**config.mk**
```make
export PLATFORM = sky130hd
export DESIGN_NAME = magic_frame_deframer_with_passthrough_unit
export DESIGN_NICKNAME = d
export VERILOG_FILES = /design/src/hw/rtl/mfd_pkg.sv /design/src/hw/rtl/mfd_payload_store.sv /design/src/hw/rtl/mfd_parser.sv /design/src/hw/rtl/mfd_emitter.sv /design/src/hw/rtl/magic_frame_deframer_with_passthrough_unit.sv
export VERILOG_INCLUDE_DIRS = /design/src /design/src/hw/rtl
export SDC_FILE = /design/constraint.sdc
export NUM_CORES = 1
export LEC_CHECK = 0
export ABC_AREA = 1
export BUFFER_PORTS_ARGS = -buffer_cell sky130_fd_sc_hd__buf_2
export CAP_MARGIN = 20
export CELL_PAD_IN_SITES_DETAIL_PLACEMENT = 0
export CELL_PAD_IN_SITES_GLOBAL_PLACEMENT = 1
export CORE_MARGIN = 2
export CORE_UTILIZATION = 50
export CTS_BUF_LIST = sky130_fd_sc_hd__clkbuf_16
export DETAILED_ROUTE_END_ITERATION = 10
export PLACE_DENSITY = 0.78
export RECOVER_POWER = 25
export SLEW_MARGIN = 15
export SYNTH_ARGS = -nofsm -noshare
export SYNTH_HDL_FRONTEND = slang
export SYNTH_HIERARCHICAL = 1
export SYNTH_SLANG_ARGS = --single-unit
```
**constraint.sdc**
```tcl
create_clock -name clk -period 6 [get_ports clk]
set_clock_uncertainty 0.2 [all_clocks]
set_input_delay 1.8 -clock clk [delete_from_list [all_inputs] [get_ports clk]]
set_output_delay 1.8 -clock clk [all_outputs]
set_load 0.005 [all_outputs]
```
**src/hw/rtl/magic_frame_deframer_with_passthrough_unit_assert.svh**
```systemverilog
// Assertion macros shared by the deframer modules.
// Each expects signals named clk and rst in the scope where it is used.
`ifndef MAGIC_FRAME_DEFRAMER_WITH_PASSTHROUGH_UNIT_ASSERT_SVH
`define MAGIC_FRAME_DEFRAMER_WITH_PASSTHROUGH_UNIT_ASSERT_SVH

// The consequent must hold in the same cycle as the antecedent.
`define MFD_ASSERT_SAME(lbl, ante, cons) \
  lbl: assert property (@(posedge clk) disable iff (rst) (ante) |-> (cons)) \
    else $error("deframer check failed");

// The consequent must hold in the cycle after the antecedent.
`define MFD_ASSERT_NEXT(lbl, ante, cons) \
  lbl: assert property (@(posedge clk) disable iff (rst) (ante) |=> (cons)) \
    else $error("deframer check failed");

`endif

```
**src/hw/rtl/mfd_pkg.sv**
```systemverilog
package mfd_pkg;

  localparam int PAYLOAD_DEPTH = 128;
  localparam int MAGIC_LENGTH  = 6;
  localparam int PAY_AW        = $clog2(PAYLOAD_DEPTH);

  localparam logic [7:0] MAGIC_WORD [8] = '{8'h49, 8'h4D, 8'h50, 8'h52,
                                            8'h4F, 8'h56, 8'h00, 8'h00};

  localparam logic [7:0] RESET_VERSION  = 8'h01;
  localparam logic [7:0] RESET_TYPE     = 8'h03;
  localparam logic [7:0] RESET_MAX_LEN  = 8'd128;

  typedef enum logic [2:0] {
    KIND_CONSOLE = 3'd0,
    KIND_ACCEPT  = 3'd1,
    KIND_BAD_SUM = 3'd2,
    KIND_SHORT   = 3'd3,
    KIND_PAYLOAD = 3'd4
  } kind_t;

  typedef enum logic {
    OP_SERIAL = 1'b0,
    OP_READ   = 1'b1
  } opcode_t;

  typedef enum logic [1:0] {
    REG_VERSION = 2'd0,
    REG_TYPE    = 2'd1,
    REG_MAX_LEN = 2'd2
  } reg_index_t;

  typedef enum logic [4:0] {
    PH_IDLE   = 5'b00001,
    PH_MAGIC  = 5'b00010,
    PH_HEADER = 5'b00100,
    PH_DATA   = 5'b01000,
    PH_CHECK  = 5'b10000
  } phase_t;

  typedef struct packed {
    logic       opcode;
    logic [7:0] serial_byte;
    logic [6:0] payload_index;
  } in_item_t;

  typedef struct packed {
    logic [2:0] kind;
    logic [7:0] byte_value;
    logic [7:0] command_code;
    logic [6:0] usable_length;
    logic       last;
  } out_item_t;

  typedef struct packed {
    logic [7:0] expected_version;
    logic [7:0] expected_type;
    logic [7:0] max_data_length;
  } cfg_regs_t;

  // Results that one accepted item causes: released magic bytes, then
  // an optional closing result.
  typedef struct packed {
    logic [2:0] rel_count;
    logic       final_present;
    kind_t      final_kind;
    logic [7:0] final_byte;
    logic       from_mem;
    logic [7:0] command;
    logic [6:0] usable;
  } desc_t;

endpackage

```
**src/hw/rtl/mfd_payload_store.sv**
```systemverilog
module mfd_payload_store
  import mfd_pkg::*;
(
  input  logic              clk,
  input  logic              wr_en,
  input  logic [PAY_AW-1:0] wr_addr,
  input  logic [7:0]        wr_data,
  input  logic              rd_en,
  input  logic [PAY_AW-1:0] rd_addr,
  output logic [7:0]        rd_data
);

  logic [7:0] mem [PAYLOAD_DEPTH];

  always_ff @(posedge clk) begin
    if (wr_en) begin
      mem[wr_addr] <= wr_data;
    end
  end

  // Read data is held until the next read so a stalled result keeps it.
  always_ff @(posedge clk) begin
    if (rd_en) begin
      rd_data <= mem[rd_addr];
    end
  end

endmodule

```
**src/hw/rtl/mfd_parser.sv**
```systemverilog
`include "magic_frame_deframer_with_passthrough_unit_assert.svh"

module mfd_parser
  import mfd_pkg::*;
(
  input  logic              clk,
  input  logic              rst,
  input  logic              accept,
  input  in_item_t          item,
  input  cfg_regs_t         cfg,
  output desc_t             desc,
  output logic              desc_valid,
  output logic              wr_en,
  output logic [PAY_AW-1:0] wr_addr,
  output logic [7:0]        wr_data,
  output logic              rd_en,
  output logic [PAY_AW-1:0] rd_addr
);

  phase_t     phase, phase_next;
  logic [2:0] matched_count, matched_count_next;
  logic [1:0] header_count, header_count_next;
  logic [7:0] header_version, header_version_next;
  logic [7:0] header_type, header_type_next;
  logic [7:0] declared_length, declared_length_next;
  logic [7:0] received_count, received_count_next;
  logic [7:0] running_sum, running_sum_next;
  logic [7:0] cmd_byte, cmd_byte_next;
  logic [7:0] inner_len, inner_len_next;

  logic [7:0] b;
  logic [7:0] sum_plus;
  logic [3:0] matched_inc;
  logic [7:0] recv_inc;
  logic [7:0] read_idx;
  logic [7:0] avail;
  logic [7:0] use_len;
  logic       do_hunt;

  assign b           = item.serial_byte;
  assign sum_plus    = running_sum + b;
  assign matched_inc = {1'b0, matched_count} + 4'd1;
  assign recv_inc    = received_count + 8'd1;
  assign read_idx    = {1'b0, item.payload_index} + 8'd2;
  assign avail       = declared_length - 8'd2;
  assign use_len     = (inner_len < avail) ? inner_len : avail;

  assign rd_en   = accept && (item.opcode == OP_READ);
  assign rd_addr = read_idx[PAY_AW-1:0];

  always_comb begin
    phase_next           = phase;
    matched_count_next   = matched_count;
    header_count_next    = header_count;
    header_version_next  = header_version;
    header_type_next     = header_type;
    declared_length_next = declared_length;
    received_count_next  = received_count;
    running_sum_next     = running_sum;
    cmd_byte_next        = cmd_byte;
    inner_len_next       = inner_len;
    desc                 = '0;
    desc.final_kind      = KIND_CONSOLE;
    wr_en                = 1'b0;
    wr_addr              = received_count[PAY_AW-1:0];
    wr_data              = b;
    do_hunt              = 1'b0;

    if (item.opcode == OP_READ) begin
      desc.final_present = 1'b1;
      desc.final_kind    = KIND_PAYLOAD;
      desc.from_mem      = (read_idx < 8'(PAYLOAD_DEPTH));
    end else begin
      unique case (phase)
        PH_MAGIC: begin
          if (b == MAGIC_WORD[matched_count]) begin
            matched_count_next = matched_inc[2:0];
            running_sum_next   = sum_plus;
            if (matched_inc >= 4'(MAGIC_LENGTH)) begin
              header_count_next = 2'd0;
              phase_next        = PH_HEADER;
            end
          end else begin
            // Release the held prefix, then try the failing byte afresh.
            desc.rel_count     = matched_count;
            matched_count_next = 3'd0;
            phase_next         = PH_IDLE;
            do_hunt            = 1'b1;
          end
        end
        PH_HEADER: begin
          running_sum_next = sum_plus;
          if (header_count == 2'd0) begin
            header_version_next = b;
            header_count_next   = 2'd1;
          end else if (header_count == 2'd1) begin
            header_type_next  = b;
            header_count_next = 2'd2;
          end else begin
            header_count_next = 2'd0;
            if (header_version != cfg.expected_version ||
                header_type != cfg.expected_type ||
                b > cfg.max_data_length) begin
              phase_next = PH_IDLE;
            end else begin
              declared_length_next = b;
              received_count_next  = 8'd0;
              phase_next           = (b == 8'd0) ? PH_CHECK : PH_DATA;
            end
          end
        end
        PH_DATA: begin
          wr_en               = (received_count < 8'(PAYLOAD_DEPTH));
          received_count_next = recv_inc;
          running_sum_next    = sum_plus;
          // The first two data bytes are also kept in registers for the
          // frame report.
          if (received_count == 8'd0) begin
            cmd_byte_next = b;
          end
          if (received_count == 8'd1) begin
            inner_len_next = b;
          end
          if (recv_inc == declared_length) begin
            phase_next = PH_CHECK;
          end
        end
        PH_CHECK: begin
          phase_next         = PH_IDLE;
          desc.final_present = 1'b1;
          if (b != running_sum) begin
            desc.final_kind = KIND_BAD_SUM;
          end else if (declared_length < 8'd2) begin
            desc.final_kind = KIND_SHORT;
          end else begin
            desc.final_kind = KIND_ACCEPT;
            desc.command    = cmd_byte;
            desc.usable     = use_len[7] ? 7'd127 : use_len[6:0];
          end
        end
        default: begin
          phase_next = PH_IDLE;
          do_hunt    = 1'b1;
        end
      endcase

      if (do_hunt) begin
        if (b == MAGIC_WORD[0]) begin
          matched_count_next = 3'd1;
          running_sum_next   = b;
          if (MAGIC_LENGTH <= 1) begin
            header_count_next = 2'd0;
            phase_next        = PH_HEADER;
          end else begin
            phase_next = PH_MAGIC;
          end
        end else begin
          desc.final_present = 1'b1;
          desc.final_kind    = KIND_CONSOLE;
          desc.final_byte    = b;
        end
      end
    end
  end

  assign desc_valid = accept && (desc.final_present || (desc.rel_count != 3'd0));

  always_ff @(posedge clk) begin
    if (rst) begin
      phase           <= PH_IDLE;
      matched_count   <= 3'd0;
      header_count    <= 2'd0;
      header_version  <= 8'd0;
      header_type     <= 8'd0;
      declared_length <= 8'd0;
      received_count  <= 8'd0;
      running_sum     <= 8'd0;
    end else if (accept) begin
      phase           <= phase_next;
      matched_count   <= matched_count_next;
      header_count    <= header_count_next;
      header_version  <= header_version_next;
      header_type     <= header_type_next;
      declared_length <= declared_length_next;
      received_count  <= received_count_next;
      running_sum     <= running_sum_next;
    end
  end

  always_ff @(posedge clk) begin
    if (accept) begin
      cmd_byte  <= cmd_byte_next;
      inner_len <= inner_len_next;
    end
  end

  `MFD_ASSERT_SAME(a_data_count, phase == PH_DATA, received_count < declared_length)
  `MFD_ASSERT_SAME(a_magic_count, phase == PH_MAGIC,
                   matched_count != 3'd0 && {1'b0, matched_count} < 4'(MAGIC_LENGTH))
  `MFD_ASSERT_SAME(a_header_count, phase == PH_HEADER, header_count != 2'd3)

endmodule

```
**src/hw/rtl/mfd_emitter.sv**
```systemverilog
`include "magic_frame_deframer_with_passthrough_unit_assert.svh"

module mfd_emitter
  import mfd_pkg::*;
(
  input  logic       clk,
  input  logic       rst,
  input  logic       load,
  input  desc_t      desc_in,
  input  logic [7:0] mem_data,
  output logic       free,
  output logic       out_valid,
  input  logic       out_ready,
  output out_item_t  out_item
);

  logic       busy;
  desc_t      desc;
  logic [2:0] pos;
  logic [3:0] total;
  logic [3:0] pos_inc;
  logic       is_last;
  logic       out_fire;
  logic       releasing;

  assign total     = {1'b0, desc.rel_count} + {3'b000, desc.final_present};
  assign pos_inc   = {1'b0, pos} + 4'd1;
  assign is_last   = (pos_inc == total);
  assign out_fire  = out_valid && out_ready;
  assign releasing = (pos < desc.rel_count);
  assign out_valid = busy;
  assign free      = !busy || (out_ready && is_last);

  always_ff @(posedge clk) begin
    if (rst) begin
      busy <= 1'b0;
      pos  <= 3'd0;
    end else if (load) begin
      busy <= 1'b1;
      pos  <= 3'd0;
    end else if (out_fire) begin
      if (is_last) begin
        busy <= 1'b0;
        pos  <= 3'd0;
      end else begin
        pos <= pos_inc[2:0];
      end
    end
  end

  always_ff @(posedge clk) begin
    if (load) begin
      desc <= desc_in;
    end
  end

  always_comb begin
    out_item      = '0;
    out_item.last = is_last;
    if (releasing) begin
      out_item.kind       = KIND_CONSOLE;
      out_item.byte_value = MAGIC_WORD[pos];
    end else begin
      out_item.kind          = desc.final_kind;
      out_item.byte_value    = desc.from_mem ? mem_data : desc.final_byte;
      out_item.command_code  = desc.command;
      out_item.usable_length = desc.usable;
    end
  end

  `MFD_ASSERT_SAME(a_pos_in_range, busy, {1'b0, pos} < total)
  `MFD_ASSERT_SAME(a_load_not_empty, load,
                   desc_in.final_present || desc_in.rel_count != 3'd0)
  `MFD_ASSERT_NEXT(a_more_follow, out_fire && !is_last, busy)

endmodule

```
**src/hw/rtl/magic_frame_deframer_with_passthrough_unit.sv**
```systemverilog
// Channel   Signals                          Moves
// in        in_valid, in_ready, in_item     one serial byte or payload read per item
// out       out_valid, out_ready, out_item  one result per item
// cfg       cfg_valid, cfg_ready, cfg_index, cfg_data  register write, always ready
//
// An item that causes one result or none is taken every cycle while out_ready is
// high. An item that causes several results holds the input while the result
// stage sends them out; a failed magic match releases up to MAGIC_LENGTH results.
// Payload reads go through the store's registered read port into the result stage.
// Reset clears the parser and result stage; the payload store is not cleared.
// A stalled output holds the result stage and drops in_ready once it is full.
module magic_frame_deframer_with_passthrough_unit
  import mfd_pkg::*;
(
  input  logic       clk,
  input  logic       rst,
  input  logic       in_valid,
  output logic       in_ready,
  input  in_item_t   in_item,
  output logic       out_valid,
  input  logic       out_ready,
  output out_item_t  out_item,
  input  logic       cfg_valid,
  output logic       cfg_ready,
  input  logic [1:0] cfg_index,
  input  logic [7:0] cfg_data
);

  cfg_regs_t         cfg;
  logic              accept;
  desc_t             desc;
  logic              desc_valid;
  logic              wr_en;
  logic [PAY_AW-1:0] wr_addr;
  logic [7:0]        wr_data;
  logic              rd_en;
  logic [PAY_AW-1:0] rd_addr;
  logic [7:0]        rd_data;
  logic              free;

  assign cfg_ready = 1'b1;
  assign in_ready  = free;
  assign accept    = in_valid && in_ready;

  always_ff @(posedge clk) begin
    if (rst) begin
      cfg.expected_version <= RESET_VERSION;
      cfg.expected_type    <= RESET_TYPE;
      cfg.max_data_length  <= RESET_MAX_LEN;
    end else if (cfg_valid) begin
      unique case (cfg_index)
        REG_VERSION: cfg.expected_version <= cfg_data;
        REG_TYPE:    cfg.expected_type    <= cfg_data;
        REG_MAX_LEN: cfg.max_data_length  <= cfg_data;
        default: ;
      endcase
    end
  end

  mfd_parser u_parser (
    .clk        (clk),
    .rst        (rst),
    .accept     (accept),
    .item       (in_item),
    .cfg        (cfg),
    .desc       (desc),
    .desc_valid (desc_valid),
    .wr_en      (wr_en),
    .wr_addr    (wr_addr),
    .wr_data    (wr_data),
    .rd_en      (rd_en),
    .rd_addr    (rd_addr)
  );

  mfd_payload_store u_store (
    .clk     (clk),
    .wr_en   (wr_en),
    .wr_addr (wr_addr),
    .wr_data (wr_data),
    .rd_en   (rd_en),
    .rd_addr (rd_addr),
    .rd_data (rd_data)
  );

  mfd_emitter u_emitter (
    .clk       (clk),
    .rst       (rst),
    .load      (desc_valid),
    .desc_in   (desc),
    .mem_data  (rd_data),
    .free      (free),
    .out_valid (out_valid),
    .out_ready (out_ready),
    .out_item  (out_item)
  );

endmodule
```
==> out/qor.yml, run 1 <==
root_buffer: "clkbuf_16"
port_buffers: 59
syn_area_um2: 49900
wire_per_inst_um: 21.8
cp_slowest_stage_delay_ps: 2610
ys_ff_latch: 1157
antenna_left: 0
tns_ps: 0
maxSlewHeadroom: -1.45
antenna_cells: 0
areaGrowthSynthToFinish_pct: 9.44
layout_min_cycle_time_ps: 5220
drv_cap: 5
grt_antenna_before_repair: 0
cts_sinks: 1157
dr_total_vias: 34100
grtUsageMet3: 0.0373
layout_common_cells: "1480 x nand2_1, 1079 x edfxtp_1, 1004 x nand3_1"
violations: "capacitance limit, slew limit"
first_pass_iters: 6
fin_cells: 6011
ys_warn_count: 6
clockBufferDepth: 3
syn_inst: 4669
hold_viol: 0
synth.distinct_cells: 46
crit_family: "buffers and inverters"
synth_nets: 4738
htree_levels: 3
gr-usage-all-layers: 0.254
numCtsBuffers: 117
cts_resized: 0
worstPathMaxFanout: 71
critPathLaunchType: "primary input"
arrival_ps: 4970
drt_iter0_markers: 3709
placed_cells: 5791
synth_ff_type: "edfxtp_1"
path_depth: 2
grt_pass1_vias: 32400
leakage_nw: 20.2
num_io_pins: 61
fin_crit_sh: 0.870
drive_above_1_share: 0.0688
wl_mm: 131
die_w_um: 320
avgSynthCellArea_um2: 10.7
synthArstFlopShare: 0
place_congestion: 0.824
synth_edf_count: 1079
required_ps: 5750
clk_latency_ps: 700
crit_type: "in2reg"
fp-row-count: 115
report.final.slew_viol_count: 314
remaining_drc_errors: 0
worst_pin_slew_ps: 3680
die-area_um2: 102000
cts_hold_buf: 0
yosysSeqAreaShare: 0.681
post_cts_buffers: 0
peakVddDrop_mv: 0.254
initial_core_util: 0.506
die_h_um: 320
dp_hpwl_mm: 75.5
clkTransAtPathRegs_ps: 60
met1_usage: 0.364
run_status: "complete, but fails checks"
powerDensity_nw_per_um2: 315
setup_viol: 0
reg2regPathDepth: 18
rsz0062_at_grt: "false"
tritoncts: "built"
path_cells: "buf_6, clkbuf_1"
worstHoldPathType: "reg2reg"
grt_pass1_wl_mm: 199
holdPathStages: 2
busiest_layer: "met2"
vias_per_cell: 5.67
fmax_mhz: 192
overflow: 0
final_nets: 4692
grt_use_met2: 0.402
final_common_cell: "nand2_1"
crit_buf_inv: 2
critPathSlowestCell: "clkbuf_1"
grt_max_degree: 178
core_um2: 98700
holdWs_ps: 256
end_kind: "flop"
-- cells by family (layout without fill, tap and decap cells) --
family,count (synthesis),after routing,synth area share
AOI/OAI and AO/OA,136,136,0.0148
xor gates and xnor gates,20,20,0.00351
adders and majority gates,38,38,0.00968
buffers and inverters,473,528,0.0482
DFF,1157,1157,0.681
other,1,1,0.0000751
and+or+nand+nor,2844,2844,0.243
-- worst paths after layout --
check,from,endpoint,slack (ps)
min,u_parser/header_type[5]$_SDFFE_PP0P_,u_parser/header_type[5]$_SDFFE_PP0P_,260
max reg2reg,u_emitter/desc[27]$_DFFE_PP_,u_parser/received_count[2]$_SDFFE_PP0P_,2250
min reg2reg,u_parser/header_type[5]$_SDFFE_PP0P_,u_parser/header_type[5]$_SDFFE_PP0P_,260
max,in_item[7],u_store/mem[59][0]$_DFFE_PP_,780
-- flip-flops by register name, summed over array words and instances (netlist names) --
register,cells
cfg,24
u_store/rd_data,8
u_parser/cmd_byte,8
u_emitter/desc,31
u_emitter/out_valid,1
u_store/mem,1024
u_parser/header_count,2
u_parser/running_sum,8
u_parser/header_version,8
u_parser/phase,5
u_parser/inner_len,8
u_parser/declared_length,8
u_parser/matched_count,3
u_parser/received_count,8
u_parser/header_type,8
u_emitter/pos,3
-- layout make-up --
class	instances	area (um^2)
Tap cell	1287	1610
Fill cell	8430	44100
Inverter	195	769
Timing Repair Buffer	113	948
Clock buffer	117	2930
Multi-Input combinational cell	3039	13600
Sequential cell	1157	34000
Clock inverter	103	801
-- synth_stat cells (2+ instances only) --
master | count | area (um^2)
clkbuf_1 | 42 | 158
nand2_2 | 6 | 37.5
o21ai_1 | 3 | 15.0
nor3_1 | 24 | 120
or2_2 | 5 | 31.3
a21o_1 | 2 | 15.0
inv_2 | 11 | 41.3
inv_1 | 180 | 676
nor2_2 | 5 | 31.3
buf_1 | 15 | 56.3
nand2_4 | 2 | 22.5
buf_2 | 129 | 646
ha_1 | 37 | 463
o31ai_1 | 4 | 30.0
nand3_1 | 1004 | 5020
o21bai_1 | 3 | 22.5
o21ai_0 | 42 | 210
buf_6 | 30 | 338
o21ai_2 | 4 | 35.0
nand2_1 | 1480 | 5560
nand3_2 | 5 | 50.1
a31oi_1 | 3 | 18.8
o32ai_1 | 2 | 17.5
nor2_1 | 290 | 1090
a21oi_1 | 70 | 350
buf_4 | 62 | 465
xnor2_1 | 11 | 96.3
dfxtp_1 | 78 | 1560
nor2_4 | 3 | 33.8
xor2_1 | 9 | 78.8
nand4_1 | 15 | 93.8
edfxtp_1 | 1079 | 32400
-- where the power goes --
part,leakage (nW),total [mW],internal [mW],switching [mW]
Sequential,10.4,8.87,8.85,0.0222
Combinational,7.92,1.24,0.314,0.926
Clock,1.91,7.11,4.05,3.07
-- metrics by stage --
step | worst slack (ps) | cell area [um^2] | total power [mW] | util
floorplan | 1230 | 49900 | 9.82 | -
global placement | 1110 | 50800 | 10.3 | 0.515
detailed placement | 1110 | 50900 | 10.3 | 0.516
CTS | 1110 | 54600 | 17.3 | 0.554
global route | 492 | 54600 | 17.8 | 0.553
finish | 781 | 54600 | 17.2 | 0.553
-- routing by layer --
metal | vias to the layer above | wire, um | part of all wire
met2 | 1265 | 61400 | 0.47
met3 | 214 | 9270 | 0.071
li1 | 16000 | - | -
met4 | 0 | 3830 | 0.029
met1 | 16600 | 56400 | 0.43
met5 | - | 0 | 0
No activity file was read; power rests on OpenSTA's default activity.
==> inputs of run 2 (changes only) <==
--- a/config.mk
+++ b/config.mk
@@ -12,10 +12,10 @@
 export CELL_PAD_IN_SITES_DETAIL_PLACEMENT = 0
 export CELL_PAD_IN_SITES_GLOBAL_PLACEMENT = 1
 export CORE_MARGIN = 2
-export CORE_UTILIZATION = 50
+export CORE_UTILIZATION = 51
 export CTS_BUF_LIST = sky130_fd_sc_hd__clkbuf_16
 export DETAILED_ROUTE_END_ITERATION = 10
-export PLACE_DENSITY = 0.78
+export PLACE_DENSITY = 0.8
 export RECOVER_POWER = 25
 export SLEW_MARGIN = 15
 export SYNTH_ARGS = -nofsm -noshare
==> out/qor.yml, run 2 (synthesized netlist as in run 1, its figures left out) <==
root_buffer: "clkbuf_16"  # unchanged
clkTransAtPathRegs_ps: 60  # about the same
crit_type: "in2reg"  # unchanged
violations: "capacitance limit, slew limit"  # unchanged
antenna_left: 0  # unchanged
wire_per_inst_um: 21.2  # was 21.8 um
peakVddDrop_mv: 0.245  # was 0.254 mV
place_congestion: 0.845  # was 0.824
switching_share: 0.234  # was 0.233
antenna_cells: 0  # unchanged
setup_viol: 0  # unchanged
gr-usage-all-layers: 0.252  # was 0.254
top_layer: "met4"  # unchanged
die_w_um: 317  # was 320 um
drive_above_1_share: 0.0672  # was 0.0688
port_buffers: 59  # unchanged
dp_hpwl_mm: 73.4  # was 75.5 mm
layout_common_cells: "1480 x nand2_1, 1079 x edfxtp_1, 1004 x nand3_1"  # unchanged
report.final.slew_viol_count: 265  # was 314
layout_min_cycle_time_ps: 5150  # was 5220 ps
cp_slowest_stage_delay_ps: 2580  # was 2610 ps
p_sw_mw: 3.94  # was 4.02 mW
die_h_um: 317  # was 320 um
clk_latency_ps: 690  # was 700 ps
post_cts_buffers: 0  # unchanged
run_status: "complete, but fails checks"  # unchanged
numCtsBuffers: 118  # was 117
grt_antenna_before_repair: 1  # was 0
fmax_mhz: 194  # was 192 MHz
reg_top3: "u_store/mem: 1024 flops, u_emitter/desc: 31 flops, cfg: 24 flops"  # unchanged
first_pass_iters: 6  # unchanged
tritoncts: "built"  # unchanged
wl_met2_mm: 60.1  # was 61.4 mm
cts_resized: 0  # unchanged
worstHoldPathType: "reg2reg"  # unchanged
final_nets: 4692  # unchanged
die-area_um2: 100000  # was 102000 um^2
crit_buf_inv: 2  # unchanged
wl_met1_mm: 54.5  # was 56.4 mm
postLayoutCoreUtil: 0.561  # was 0.553
internal_power_mw: 12.9  # was 13.2 mW
num_io_pins: 61  # unchanged
grt_max_degree: 192  # was 178
wl_mm: 127  # was 131 mm
overflow: 0  # unchanged
arrival_ps: 4910  # was 4970 ps
critPathLaunchType: "primary input"  # unchanged
regMostFlops: "u_store/mem"  # unchanged
wl_met3_mm: 8.89  # was 9.27 mm
rsz0062_at_grt: "false"  # unchanged
grt_pass1_vias: 31400  # was 32400
vias_per_cell: 5.61  # was 5.67
grt_pass1_wl_mm: 192  # was 199 mm
fp-row-count: 114  # was 115
critPathSlowestCell: "clkbuf_1"  # unchanged
setup_ws_ps: 847  # was 781 ps
leakage_nw: 20.1  # was 20.2 nW
required_ps: 5760  # was 5750 ps
cts_sinks: 1157  # unchanged
clockBufferDepth: 3  # unchanged
remaining_drc_errors: 0  # unchanged
final_common_cell: "nand2_1"  # unchanged
worstPathMaxFanout: 71  # unchanged
htree_levels: 3  # unchanged
end_kind: "flop"  # unchanged
areaGrowthSynthToFinish_pct: 8.90  # was 9.44%
clock_power_share: 0.400  # was 0.413
cts_hold_buf: 0  # unchanged
largest_register_ffs: 1024  # unchanged
powerDensity_nw_per_um2: 310  # was 315 nW/um^2
crit_family: "buffers and inverters"  # unchanged
drv_cap: 5  # unchanged
comb_power_share: 0.073  # was 0.072
path_cells: "buf_6, clkbuf_1"  # unchanged
hold_viol: 0  # unchanged
tns_ps: 0  # unchanged
worst_pin_slew_ps: 3610  # was 3680 ps
core_um2: 96900  # was 98700 um^2
drt_iter0_markers: 3902  # was 3709
pre_cts_ws_ps: 1110  # about the same
maxSlewHeadroom: -1.41  # was -1.45
stdcell_area_um2: 54400  # was 54600 um^2
holdWs_ps: 258  # was 256 ps
dr_total_vias: 33600  # was 34100
placed_cell_area_um2: 50800  # was 50900 um^2
initial_core_util: 0.515  # was 0.506
fin_crit_sh: 0.859  # was 0.870
p_seq_frac: 0.527  # was 0.515
run 2: metal layers:
| layer | vias to the layer above | track usage |
|---|---|---|
| li1 | 16000 | - |
| met1 | 16300 | 0.361 |
| met2 | 1164 | 0.404 |
| met3 | 194 | 0.0353 |
| met4 | 0 | 0.0725 |
| met5 | - | 0 |
run 2: area by class of cell:
type,instances,area [um^2]
fillers,8153,42500
flip-flops and latches,1157,34000
multi-input cells,3039,13600
clock buffers,120,3000
well taps,1276,1600
repair buffers,112,886
inverters,195,769
clock inverters,94,534
run 2: final timing paths:
kind / startpoint / endpoint / slack [ps] / cells past startpoint
max: in_item[9] / u_store/mem[56][2]$_DFFE_PP_ / 850 / 2
min: cfg[7]$_SDFFE_PP1P_ / cfg[7]$_SDFFE_PP1P_ / 260 / 2
max reg2reg: u_emitter/desc[27]$_DFFE_PP_ / u_parser/received_count[4]$_SDFFE_PP0P_ / 2100 / 18
min reg2reg: cfg[7]$_SDFFE_PP1P_ / cfg[7]$_SDFFE_PP1P_ / 260 / 2
run 2: worst reg2reg max path: cells and delay by family, from the launching register on:
kind,cells,cell delay (ps)
buf+inv,5,890
fa+ha+maj,2,540
simple gates,10,1550
flops,1,440
compound gates,1,220
run 2: metrics by stage:
stage / cells / power (mW)
6_report: 5993 / 16.8
3_3_place_gp: 5778 / 10.2
4_1_cts: 5992 / 16.9
2_1_floorplan: 4669 / 9.82
5_1_grt: 5993 / 17.4
3_5_place_dp: 5778 / 10.3
run 2: power groups by stage:
stage	Sequential, mW	Combinational, mW	Clock [mW]
6_report	8.87	1.23	6.73
5_1_grt	8.87	1.34	7.15
4_1_cts	8.87	1.22	6.85
3_5_place_dp	9.04	1.22	0
3_3_place_gp	9.04	1.20	0
2_1_floorplan	9.02	0.792	0
